### src/rtl/core/sgrd_pkg.sv
`default_nettype none

package sgrd_pkg;

  localparam int PWM_W   = 12;
  localparam int GUARD_W = 10;
  localparam int CFG_W   = 12;
  localparam int IDX_W   = 3;

  localparam logic [PWM_W-1:0] IDLE_LEVEL = PWM_W'(1000);

  localparam logic [IDX_W-1:0] REG_LEVEL_LOW   = IDX_W'(0);
  localparam logic [IDX_W-1:0] REG_LEVEL_HIGH_A = IDX_W'(1);
  localparam logic [IDX_W-1:0] REG_LEVEL_HIGH_B = IDX_W'(2);
  localparam logic [IDX_W-1:0] REG_GUARD_TICKS = IDX_W'(3);
  localparam logic [IDX_W-1:0] REG_RAMP_STEP   = IDX_W'(4);

  localparam logic [PWM_W-1:0]   RST_LEVEL_LOW    = PWM_W'(1475);
  localparam logic [PWM_W-1:0]   RST_LEVEL_HIGH_A = PWM_W'(1670);
  localparam logic [PWM_W-1:0]   RST_LEVEL_HIGH_B = PWM_W'(1500);
  localparam logic [GUARD_W-1:0] RST_GUARD_TICKS  = GUARD_W'(600);
  localparam logic [CFG_W-1:0]   RST_RAMP_STEP    = CFG_W'(1);

  localparam logic [1:0] SW_UP  = 2'd1;
  localparam logic [1:0] SW_MID = 2'd3;

  typedef struct packed {
    logic [PWM_W-1:0]   level_low_class;
    logic [PWM_W-1:0]   level_high_a;
    logic [PWM_W-1:0]   level_high_b;
    logic [GUARD_W-1:0] guard_ticks;
    logic [CFG_W-1:0]   ramp_step;
  } cfg_t;

  typedef struct packed {
    logic       limit_high_class;
    logic       ctrl_key;
    logic       shooter_power;
    logic [1:0] switch_pos;
  } in_word_t;

endpackage

`default_nettype wire

### src/rtl/core/sgrd_if.sv
`default_nettype none

interface sgrd_in_if;
  logic       valid;
  logic       ready;
  logic       limit_high_class;
  logic       ctrl_key;
  logic       shooter_power;
  logic [1:0] switch_pos;

  modport source (output valid, limit_high_class, ctrl_key, shooter_power, switch_pos,
                  input ready);
  modport sink (input valid, limit_high_class, ctrl_key, shooter_power, switch_pos,
                output ready);
endinterface

interface sgrd_out_if;
  logic                         valid;
  logic                         ready;
  logic [sgrd_pkg::PWM_W-1:0]   pwm_compare;
  logic                         wheels_active;

  modport source (output valid, pwm_compare, wheels_active, input ready);
  modport sink (input valid, pwm_compare, wheels_active, output ready);
endinterface

`default_nettype wire

### src/rtl/core/esc_pwm_soft_start_guard.sv
`default_nettype none
// channel  dir  word fields
// in_ch    in   limit_high_class, ctrl_key, shooter_power, switch_pos[1:0]
// out_ch   out  pwm_compare[11:0], wheels_active
// cfg      in   cfg_we, cfg_index[2:0], cfg_data[11:0] (write only)
//
// One word per cycle sustained while out_ch is not stalled; a word's result
// passes through the input register, then the state update loads the output
// register. State and result update in the same edge, so the next word sees
// the new state without a gap.
// Synchronous active-high reset; no clearing pass.
// An output stall holds the result and the input register; in_ch.ready
// stays high while the input register is empty or moving.

module esc_pwm_soft_start_guard (
  input  wire logic                       clk,
  input  wire logic                       rst,
  input  wire logic                       cfg_we,
  input  wire logic [sgrd_pkg::IDX_W-1:0] cfg_index,
  input  wire logic [sgrd_pkg::CFG_W-1:0] cfg_data,
  sgrd_in_if.sink                         in_ch,
  sgrd_out_if.source                      out_ch
);
  import sgrd_pkg::*;

  cfg_t cfg;

  sgrd_cfg u_cfg (
    .clk       (clk),
    .rst       (rst),
    .cfg_we    (cfg_we),
    .cfg_index (cfg_index),
    .cfg_data  (cfg_data),
    .cfg       (cfg)
  );

  sgrd_core u_core (
    .clk    (clk),
    .rst    (rst),
    .cfg    (cfg),
    .in_ch  (in_ch),
    .out_ch (out_ch)
  );

endmodule

`default_nettype wire

### src/rtl/core/sgrd_cfg.sv
`default_nettype none

module sgrd_cfg (
  input  wire logic                       clk,
  input  wire logic                       rst,
  input  wire logic                       cfg_we,
  input  wire logic [sgrd_pkg::IDX_W-1:0] cfg_index,
  input  wire logic [sgrd_pkg::CFG_W-1:0] cfg_data,
  output sgrd_pkg::cfg_t                  cfg
);
  import sgrd_pkg::*;

  always_ff @(posedge clk) begin
    if (rst) begin
      cfg.level_low_class <= RST_LEVEL_LOW;
      cfg.level_high_a    <= RST_LEVEL_HIGH_A;
      cfg.level_high_b    <= RST_LEVEL_HIGH_B;
      cfg.guard_ticks     <= RST_GUARD_TICKS;
      cfg.ramp_step       <= RST_RAMP_STEP;
    end else if (cfg_we) begin
      case (cfg_index)
        REG_LEVEL_LOW:    cfg.level_low_class <= cfg_data[PWM_W-1:0];
        REG_LEVEL_HIGH_A: cfg.level_high_a    <= cfg_data[PWM_W-1:0];
        REG_LEVEL_HIGH_B: cfg.level_high_b    <= cfg_data[PWM_W-1:0];
        REG_GUARD_TICKS:  cfg.guard_ticks     <= cfg_data[GUARD_W-1:0];
        REG_RAMP_STEP:    cfg.ramp_step       <= cfg_data;
        default: ;
      endcase
    end
  end

endmodule

`default_nettype wire

### src/rtl/core/sgrd_core.sv
`default_nettype none

module sgrd_core (
  input  wire logic       clk,
  input  wire logic       rst,
  input  sgrd_pkg::cfg_t  cfg,
  sgrd_in_if.sink         in_ch,
  sgrd_out_if.source      out_ch
);
  import sgrd_pkg::*;

  // input register
  in_word_t s1;
  logic     s1_valid;

  // state
  logic [PWM_W-1:0]   target_level, target_level_next;
  logic               level_armed, level_armed_next;
  logic               ctrl_prev, power_prev;
  logic               off_hold, off_hold_next;
  logic               guard_active, guard_active_next;
  logic               guard_prev;
  logic [GUARD_W-1:0] guard_count, guard_count_next;
  logic [PWM_W-1:0]   ramp_value, ramp_value_next;
  logic               wheels_next;

  logic               advance, step;
  logic               sw_on;
  logic [PWM_W-1:0]   cmd, diff;
  logic [CFG_W-1:0]   delta;

  assign advance     = !out_ch.valid || out_ch.ready;
  assign step        = s1_valid && advance;
  assign in_ch.ready = !s1_valid || advance;

  always_comb begin
    sw_on             = (s1.switch_pos == SW_UP) || (s1.switch_pos == SW_MID);
    target_level_next = target_level;
    level_armed_next  = level_armed;
    guard_count_next  = guard_count;

    if (s1.limit_high_class) begin
      if (!level_armed) begin
        target_level_next = cfg.level_high_a;
        level_armed_next  = 1'b1;
      end
      if (!ctrl_prev && s1.ctrl_key) begin
        target_level_next = (target_level_next == cfg.level_high_a) ?
                            cfg.level_high_b : cfg.level_high_a;
      end
    end else begin
      target_level_next = cfg.level_low_class;
    end

    off_hold_next     = off_hold || (power_prev && !s1.shooter_power);
    guard_active_next = guard_active || (!power_prev && s1.shooter_power);

    if (off_hold_next) target_level_next = IDLE_LEVEL;

    if (guard_active_next) begin
      target_level_next = IDLE_LEVEL;
      off_hold_next     = 1'b0;
      if (guard_count >= cfg.guard_ticks) begin
        guard_count_next  = '0;
        guard_active_next = 1'b0;
      end else begin
        guard_count_next = guard_count + GUARD_W'(1);
      end
    end

    if (guard_prev && !guard_active_next) level_armed_next = 1'b0;

    // ramp toward command, at most ramp_step per tick
    cmd             = sw_on ? target_level_next : IDLE_LEVEL;
    ramp_value_next = ramp_value;
    diff            = '0;
    delta           = '0;
    if (ramp_value < cmd) begin
      diff            = cmd - ramp_value;
      delta           = (cfg.ramp_step < CFG_W'(diff)) ? cfg.ramp_step : CFG_W'(diff);
      ramp_value_next = ramp_value + PWM_W'(delta);
    end else if (ramp_value > cmd) begin
      diff            = ramp_value - cmd;
      delta           = (cfg.ramp_step < CFG_W'(diff)) ? cfg.ramp_step : CFG_W'(diff);
      ramp_value_next = ramp_value - PWM_W'(delta);
    end

    wheels_next = (target_level_next != IDLE_LEVEL) && s1.shooter_power && sw_on;
  end

  always_ff @(posedge clk) begin
    if (rst) begin
      s1_valid     <= 1'b0;
      out_ch.valid <= 1'b0;
      target_level <= RST_LEVEL_LOW;
      level_armed  <= 1'b0;
      ctrl_prev    <= 1'b0;
      power_prev   <= 1'b0;
      off_hold     <= 1'b0;
      guard_active <= 1'b0;
      guard_prev   <= 1'b0;
      guard_count  <= '0;
      ramp_value   <= IDLE_LEVEL;
    end else begin
      if (in_ch.ready) s1_valid <= in_ch.valid;
      if (advance) out_ch.valid <= s1_valid;
      if (step) begin
        target_level <= target_level_next;
        level_armed  <= level_armed_next;
        ctrl_prev    <= s1.ctrl_key;
        power_prev   <= s1.shooter_power;
        off_hold     <= off_hold_next;
        guard_active <= guard_active_next;
        guard_prev   <= guard_active_next;
        guard_count  <= guard_count_next;
        ramp_value   <= ramp_value_next;
      end
    end
  end

  // payload registers
  always_ff @(posedge clk) begin
    if (in_ch.ready && in_ch.valid) begin
      s1.limit_high_class <= in_ch.limit_high_class;
      s1.ctrl_key         <= in_ch.ctrl_key;
      s1.shooter_power    <= in_ch.shooter_power;
      s1.switch_pos       <= in_ch.switch_pos;
    end
    if (step) begin
      out_ch.pwm_compare   <= ramp_value_next;
      out_ch.wheels_active <= wheels_next;
    end
  end

  a_guard_idle_count: assert property (@(posedge clk) disable iff (rst)
    !guard_active |-> guard_count == '0)
    else $error("guard count nonzero while guard inactive");

  a_hold_guard_excl: assert property (@(posedge clk) disable iff (rst)
    !(off_hold && guard_active))
    else $error("off hold and guard both set");

  a_step_gives_word: assert property (@(posedge clk) disable iff (rst)
    step |=> out_ch.valid)
    else $error("step produced no output word");

  a_guard_prev_track: assert property (@(posedge clk) disable iff (rst)
    s1_valid && advance |=> guard_prev == guard_active)
    else $error("guard_prev out of step with guard_active");

endmodule

`default_nettype wire
### src/flat_wrapper.sv
// flat-port wrapper written by rule: the top's interface ports become plain ports
module esc_pwm_soft_start_guard_flat import sgrd_pkg::*;
  (clk, rst, cfg_we, cfg_index, cfg_data, in_ch_valid, in_ch_limit_high_class, in_ch_ctrl_key, in_ch_shooter_power, in_ch_switch_pos, in_ch_ready, out_ch_valid, out_ch_pwm_compare, out_ch_wheels_active, out_ch_ready);
  sgrd_in_if in_ch_i ();
  sgrd_out_if out_ch_i ();
  input  wire logic clk;
  input  wire logic rst;
  input  wire logic cfg_we;
  input  wire logic [sgrd_pkg::IDX_W-1:0] cfg_index;
  input  wire logic [sgrd_pkg::CFG_W-1:0] cfg_data;
  input wire logic [$bits(in_ch_i.valid)-1:0] in_ch_valid;
  input wire logic [$bits(in_ch_i.limit_high_class)-1:0] in_ch_limit_high_class;
  input wire logic [$bits(in_ch_i.ctrl_key)-1:0] in_ch_ctrl_key;
  input wire logic [$bits(in_ch_i.shooter_power)-1:0] in_ch_shooter_power;
  input wire logic [$bits(in_ch_i.switch_pos)-1:0] in_ch_switch_pos;
  output wire logic [$bits(in_ch_i.ready)-1:0] in_ch_ready;
  output wire logic [$bits(out_ch_i.valid)-1:0] out_ch_valid;
  output wire logic [$bits(out_ch_i.pwm_compare)-1:0] out_ch_pwm_compare;
  output wire logic [$bits(out_ch_i.wheels_active)-1:0] out_ch_wheels_active;
  input wire logic [$bits(out_ch_i.ready)-1:0] out_ch_ready;
  assign in_ch_i.valid = in_ch_valid;
  assign in_ch_i.limit_high_class = in_ch_limit_high_class;
  assign in_ch_i.ctrl_key = in_ch_ctrl_key;
  assign in_ch_i.shooter_power = in_ch_shooter_power;
  assign in_ch_i.switch_pos = in_ch_switch_pos;
  assign in_ch_ready = in_ch_i.ready;
  assign out_ch_valid = out_ch_i.valid;
  assign out_ch_pwm_compare = out_ch_i.pwm_compare;
  assign out_ch_wheels_active = out_ch_i.wheels_active;
  assign out_ch_i.ready = out_ch_ready;
  esc_pwm_soft_start_guard u_core (.clk(clk), .rst(rst), .cfg_we(cfg_we), .cfg_index(cfg_index), .cfg_data(cfg_data), .in_ch(in_ch_i), .out_ch(out_ch_i));
endmodule
### config.mk
export PLATFORM = sky130hd
export DESIGN_NAME = esc_pwm_soft_start_guard_flat
export DESIGN_NICKNAME = d
export VERILOG_FILES = /design/src/rtl/core/sgrd_pkg.sv /design/src/rtl/core/sgrd_if.sv /design/src/rtl/core/esc_pwm_soft_start_guard.sv /design/src/rtl/core/sgrd_cfg.sv /design/src/rtl/core/sgrd_core.sv /design/src/flat_wrapper.sv
export SDC_FILE = /design/constraint.sdc
export NUM_CORES = 1
export LEC_CHECK = 0
export BUFFER_PORTS_ARGS = -buffer_cell sky130_fd_sc_hd__buf_2
export CORE_MARGIN = 8
export CORE_UTILIZATION = 40
export DETAILED_ROUTE_END_ITERATION = 10
export PLACE_DENSITY = 0.6
export RECOVER_POWER = 25
export SETUP_SLACK_MARGIN = 0.1
export SYNTH_ARGS = -nofsm -noshare
export SYNTH_HDL_FRONTEND = slang
export SYNTH_HIERARCHICAL = 1
export SYNTH_SLANG_ARGS = --single-unit
### constraint.sdc
create_clock -name clk -period 6.26 [get_ports clk]
set_input_delay 0.939 -clock clk [delete_from_list [all_inputs] [get_ports clk]]
set_output_delay 0.939 -clock clk [all_outputs]
set_load 0.05 [all_outputs]
After elaboration in Yosys (flattened, before gate mapping)
Index checks and enable logic that the tools add are counted.
{ "word_totals": {"reg_bits": 117, "out_inout_bits": 15} }
{ "op_classes": {"n_eq_ne": 8, "order_cmp": 5, "muxes": 18, "add_sub_neg": 5, "reduce_logical": 28} }
{ "ops": {"columns": ["operator", "n"], "rows": [
  ["12-bit 2-to-1 mux", 12],
  ["12-bit less-than comparator", 3],
  ["12-bit subtractor", 3],
  ["2-bit AND reduction", 7],
  ["12-bit adder", 1],
  ["12-bit == test", 1],
  ["12-bit greater-than comparator", 1],
  ["12-bit by 10-bit inequality test with 1-bit output, second input constant", 1],
  ["10-bit by 1-bit adder with 10-bit output, second input constant", 1],
  ["10-bit greater-or-equal comparator", 1],
  ["10-bit 2-to-1 mux", 1],
  ["1-bit logical AND", 8],
  ["3-bit by 2-bit == test with 1-bit output, second input constant", 2],
  ["1-bit zero test", 6],
  ["1-bit logical OR", 5],
  ["1-bit 2-to-1 mux", 5],
  ["3-bit by 1-bit == test with 1-bit output, second input constant", 1],
  ["3-bit == test, second input constant", 1],
  ["3-bit zero test", 1],
  ["2-bit by 1-bit == test with 1-bit output, second input constant", 1],
  ["2-bit == test, second input constant", 1],
  ["2-bit nonzero test", 1]
]} }

Longest topological paths before layout
{ "depth": {"ltp_word": 15, "ltp_mapped": 39, "ltp_nobuf": 37} }

Cells and area by module
The synthesis kept the hierarchy.
{ "by_module_without_submodules": {"columns": ["module", "instances", "seq_area_each_um2", "cells_per_inst", "area_each_um2"], "rows": [
  ["sgrd_core", 1, 1331.3, 813, 6318.6],
  ["sgrd_cfg", 1, 1161.1, 219, 2307.2]
]} }

Least setup slack after synthesis
No wires, ideal clock.
{ "synth_timing": {"path_kind": "register to register", "from": "reg u_core.u_core.level_armed", "to": "reg u_core.u_core.ramp_value[11]", "setup_slack_ps": -635, "synth_period_minus_slack_ps": 6895, "n_path_buf": 3, "t_required_ps": 6137, "t_arrival_ps": 6772, "path_stages_with_launch": 39, "setup_time_ps": 123, "path_cell_list": "dfxtp_1 buf_6 and3b_1 nor4_2 nand3_2 o21ai_4 o22ai_1 a211oi_1 a21oi_2 nand2b_1 inv_2 ha_1 clkbuf_1 and3_1 o21ai_1 nand2_1 a21oi_1 o21ai_1 [... 3 more ...] ha_1 nand4_1 nor3_1 a21oi_1 nand2_1 clkbuf_1 nor2_1 a21oi_1 ha_1 a21oi_1 o211ai_1 a31o_1 a21o_1 a21oi_1 a21oi_1 xnor2_1 a32oi_1 mux2_1"} }
{ "synth_via": {"elab_chain_len": 15, "elab_cells_between_ends": 21} }
{ "synth_rtl": {"columns": ["item", "line_no", "rtl"], "rows": [
  ["from (decl)", "sgrd_core.sv:18", "logic level_armed, level_armed_next;"],
  ["from (signal assigned)", "sgrd_core.sv:109", "level_armed <= level_armed_next;"],
  ["12-bit 2-to-1 mux *", "sgrd_core.sv:43", "if (!level_armed) begin"],
  ["12-bit 2-to-1 mux *", "sgrd_core.sv:42", "if (s1.limit_high_class) begin"],
  ["12-bit == test", "sgrd_core.sv:48", "target_level_next = (target_level_next == cfg.level_high_a) ?"],
  ["12-bit 2-to-1 mux", "sgrd_core.sv:48", null],
  ["12-bit 2-to-1 mux *", "sgrd_core.sv:47", "if (!ctrl_prev && s1.ctrl_key) begin"],
  ["12-bit 2-to-1 mux *", "sgrd_core.sv:42", null],
  ["12-bit 2-to-1 mux *", "sgrd_core.sv:58", "if (off_hold_next) target_level_next = IDLE_LEVEL;"],
  ["12-bit 2-to-1 mux *", "sgrd_core.sv:60", "if (guard_active_next) begin"],
  ["12-bit 2-to-1 mux *", "sgrd_core.sv:74", "cmd = sw_on ? target_level_next : IDLE_LEVEL;"],
  ["12-bit subtractor", "sgrd_core.sv:83", "diff = ramp_value - cmd;"],
  ["12-bit less-than comparator", "sgrd_core.sv:84", "delta = (cfg.ramp_step < CFG_W'(diff)) ? cfg.ramp_step : CFG_W'(diff);"],
  ["12-bit 2-to-1 mux", "sgrd_core.sv:84", null],
  ["12-bit subtractor", "sgrd_core.sv:85", "ramp_value_next = ramp_value - PWM_W'(delta);"],
  ["12-bit 2-to-1 mux", "sgrd_core.sv:82", "end else if (ramp_value > cmd) begin"],
  ["12-bit 2-to-1 mux *", "sgrd_core.sv:78", "if (ramp_value < cmd) begin"],
  ["to (signal assigned)", "sgrd_core.sv:116", "ramp_value <= ramp_value_next;"],
  ["to (decl)", "sgrd_core.sv:24", "logic [PWM_W-1:0] ramp_value, ramp_value_next;"]
]} }
Mark *: on every way between the ends. The rest lies on a longest branch, timed or not. The select of a mux whose other input is x is not followed.
A chain may end at the register's enable or synchronous reset.

Final worst setup path
{ "layout_timing": {"from": "reg, netlist name u_core/u_cfg/cfg[38]", "to": "reg u_core.u_core.ramp_value[11]"} }
{ "layout_via": {"elab_chain_len": 15, "elab_cells_between_ends": 21} }
{ "layout_rtl": {"columns": ["item", "line_no"], "rows": [
  ["12-bit 2-to-1 mux", "sgrd_core.sv:43"],
  ["12-bit 2-to-1 mux", "sgrd_core.sv:42"],
  ["12-bit == test", "sgrd_core.sv:48"],
  ["12-bit 2-to-1 mux", "sgrd_core.sv:48"],
  ["12-bit 2-to-1 mux *", "sgrd_core.sv:47"],
  ["12-bit 2-to-1 mux *", "sgrd_core.sv:42"],
  ["12-bit 2-to-1 mux *", "sgrd_core.sv:58"],
  ["12-bit 2-to-1 mux *", "sgrd_core.sv:60"],
  ["12-bit 2-to-1 mux *", "sgrd_core.sv:74"],
  ["12-bit subtractor", "sgrd_core.sv:83"],
  ["12-bit less-than comparator", "sgrd_core.sv:84"],
  ["12-bit 2-to-1 mux", "sgrd_core.sv:84"],
  ["12-bit subtractor", "sgrd_core.sv:85"],
  ["12-bit 2-to-1 mux", "sgrd_core.sv:82"],
  ["12-bit 2-to-1 mux *", "sgrd_core.sv:78"]
]} }
Marked as above.

==> summary.md <==
| Metric | Value |
|---|---|
| Clock sinks | `116` |
| CTS tree | `yes` |
| Clock latency on the worst-skew pair | `between 0.4 and 0.5 ns` |
| Static Leakage | `about 0.0052 uW` |
| Synth area leaders | `dfxtp_1, ha_1, mux2i_1` |
| Post-synthesis mux area share | `10.1%` |
| Post-synthesis sequential area ratio | `28.9%` |
| Post-synth top cells | `nor2_1, dfxtp_1, nand2_1` |
| Post-Route WL | `26.9 mm` |
| Average size of a mapped cell | `8.36 sq um` |
| Post-synth EDFFs | `17` |
| Crit-path max cell delay | `0.37 ns` |
| Die width | `163 um` |
| Initial Utilization | `around two fifths` |
| Required time at the worst-slack endpoint | `6.57 ns` |
| Clk network pwr share | `between 20 and 30%` |
| Vias/cell | `5.39` |
| Core area | `21100 sq um` |
| Multi-input gate area | `6480 sq um` |
| Top-count cell post-synth | `nor2_1` |
| CTS Buf Count | `17` |
| Cell Rows | `53` |
| Sequential Power Share | `26.1%` |
| Syn nets | `1139` |
| Ys flop type | `dfxtp_1` |
| Antenna-violating nets left | `0` |
| Peak supply drop | `170 uV` |
| Crit path DAT | `approximately 7 ns` |
| Synthesis-to-layout area growth | `36.9%` |
| # IOs | `40` |
| Post-DP HPWL | `19.4 mm` |
| Max-cap violations | `1` |
| Clock root buffer | `clkbuf_16` |
| Worst Path Max Fanout | `8` |
| Fmax | `between 100 and 150 MHz` |
| GPL Wtd Cong | `roughly 0.89` |
| Crit Reg-Reg Startpoint | `u_core/u_cfg/cfg[38]` |
| Clk pin slew, worst setup/hold paths | `about 0.06 ns` |
| CTS Buffer Depth | `2` |
| Synth unique cells | `86` |
| DR pass1 iterations | `5` |
| Internal power | `~2000 uW` |
| PortBufs | `38` |
| Initial antenna violation count | `0` |
| Clock Skew | `0.00965 ns` |
| Largest net degree at the start of global routing | `91` |
| Combinational power share | `44.4%` |
| HP Class | `register to register` |
| Layout cell share with drive strength beyond 1 | `33.2%` |
| Post-synthesis adder-cell area fraction | `12.2%` |
| Fin area | `11800 sq um` |
| Filler instances | `1916` |
| # setup viols final | `17` |
| Critical path endpoint category | `register` |
| Cells after synthesis | `~1000` |
| Setup CP Type | `register to register` |
| Hold path startpoint | `u_core/u_cfg/cfg[13]` |
| Max H-tree Level | `4` |
| Crit share post-route | `108%` |
| Worst setup margin | `-0.484 ns` |
| Gr usage total | `20.0%` |
| Sequential cell area | `2500 sq um` |
| Main combinational cell family by area after synthesis | `simple AND/OR/NAND/NOR gates` |
| RSZ-0062 raised after global routing | `true` |
| N_diodes | `0` |
| Worst setup path startpoint | `u_core/u_cfg/cfg[38]` |
| YS warnings | `6` |
| Die Height | `163 um` |
| Tmin final | `6.74 ns` |
| PwrDens | `277 nW/um^2` |
| Mean routed wirelength per cell | `17.7 um` |
| Net Sw Power | `1230 uW` |
| DRC errors left | `0` |
| Hold WS | `0.475 ns` |
| Post-Synth XOR/XNOR Area | `5.06%` |
| Failing checks | `max-capacitance violations, max-slew violations, negative setup slack` |
| Dominant cell type by area after synthesis | `dfxtp_1` |
| Synth Area in Simple Gates | `20.8%` |
| CP max stage cell | `fa_2` |
| Post-synthesis compound-gate area fraction | `17.3%` |
| Via count | `roughly 8200` |
| Number of global-route vias before repair | `8009` |
| DIE AREA | `26500 sq um` |
| Final Hold Fails | `0` |
| Yosys top cell area share | `23.0%` |
| Post-Place Cell Area | `between 10000 and 15000 sq um` |
| Nets@finish | `approximately 1300` |
| Total grt overflow | `0` |
| Sw frac | `37.4%` |
| Mapped Area | `8630 sq um` |
| CP startpoint kind | `register` |
| Relative slew slack | `-123%` |
| Global-route wire length before repair | `roughly 42 mm` |
| Status | `complete, but fails checks` |
| Ys async rst share | `0%` |
| Initial drt markers | `a little under 600` |
| Slew Viols, Final | `91` |
| Synth Register Bits | `116` |
| Least-Margin Pin Slew | `3.34 ns` |
registers in the layout, indices dropped and copies added, names as in the netlist, 4 cells and up:
register / count
u_core/u_cfg/cfg: 58
u_core/u_core/guard_count: 10
u_core/u_core/out_ch.pwm_compare: 12
u_core/u_core/ramp_value: 12
u_core/u_core/s1: 4
u_core/u_core/target_level: 12
cells by family after synthesis:
group	Yosys count
compound gates	232
flops	116
xor+xnor	49
simple gates	358
fa+ha+maj	82
mux	85
buf+inv	110
placed cells by master, fill, tap and decap left out, types with 6 or more instances in the layout:
cell / instances
inv_2: 7
nand2_2: 7
inv_1: 50
clkbuf_1: 16
a211oi_1: 13
nor3_1: 19
nor2b_1: 9
a21o_1: 18
nand2_1: 77
dfxtp_2: 9
o22ai_1: 7
o211ai_1: 13
buf_6: 10
a21oi_2: 30
nand3_1: 16
buf_2: 23
nand2b_1: 57
a21oi_1: 40
a31oi_1: 6
o21ai_2: 6
o21a_1: 7
and3_1: 9
ha_1: 63
buf_4: 187
nor2_1: 101
mux2i_1: 66
o21ai_0: 19
edfxtp_1: 17
xnor2_1: 25
mux2_1: 6
xor2_1: 10
dfxtp_1: 90
xor2_2: 12
clkbuf_16: 17
o21ai_1: 21
ha_4: 13
worst paths after layout:
path	endpoint	slack [ns]	cells after the start
min reg2reg	u_core/u_cfg/cfg[13]	0.48	2
min	u_core/u_cfg/cfg[13]	0.48	2
max	u_core/u_core/ramp_value[11]	-0.48	34
max reg2reg	u_core/u_core/ramp_value[11]	-0.48	34
cell type report:
class	instances	area share, %
Multi-Input combinational cell	806	54.9
Sequential cell	116	21.2
Timing Repair Buffer	236	14.3
Clock buffer	17	3.60
Tap cell	275	2.91
Inverter	58	1.84
Clock inverter	15	1.26
critical path, delay by kind of cell (launching register included):
family,cells,cell delay (ns)
mux,2,0.62
xor+xnor,3,0.52
buf+inv,2,0.27
compound gates,12,1.94
fa+ha+maj,4,1.16
flops,1,0.33
simple gates,11,1.80
routing by layer:
metal,vias up,part of all wire [%],track usage (%)
met4,0,2.6,7.84
met2,165,49,33.7
met3,40,4.0,3.13
li1,4046,-,-
met1,3961,45,25.2
met5,-,0,0
per-stage QoR:
step	instances	total power [uW]	setup slack, ns	util (%)	setup TNS, ns
floorplan	1032	1660	-0.0123	-	-0.0209
global placement	1461	2070	-0.636	49.1	-6.29
detailed placement	1461	2080	-0.685	49.1	-6.99
CTS	1507	3140	-0.469	53.5	-4.77
global route	1523	3450	-0.761	56.0	-9.87
finish	1523	3280	-0.484	56.0	-4.85
power groups by stage:
| stage | combinational, uW | sequential (uW) | clock, uW |
|---|---|---|---|
| floorplan | 745 | 914 | 0 |
| global placement | 1200 | 865 | 0 |
| detailed placement | 1210 | 866 | 0 |
| CTS | 1300 | 851 | 986 |
| global route | 1580 | 861 | 1010 |
| finish | 1450 | 856 | 965 |
timing repair:
item,CTS,global route
gates resized for setup,50,78
gates cloned,0,0
buffers inserted,14,16
hold buffers,0,0
setup endpoints to repair,18,22
pin swaps,56,70
Note: power is estimated with default switching activity, not from simulation.
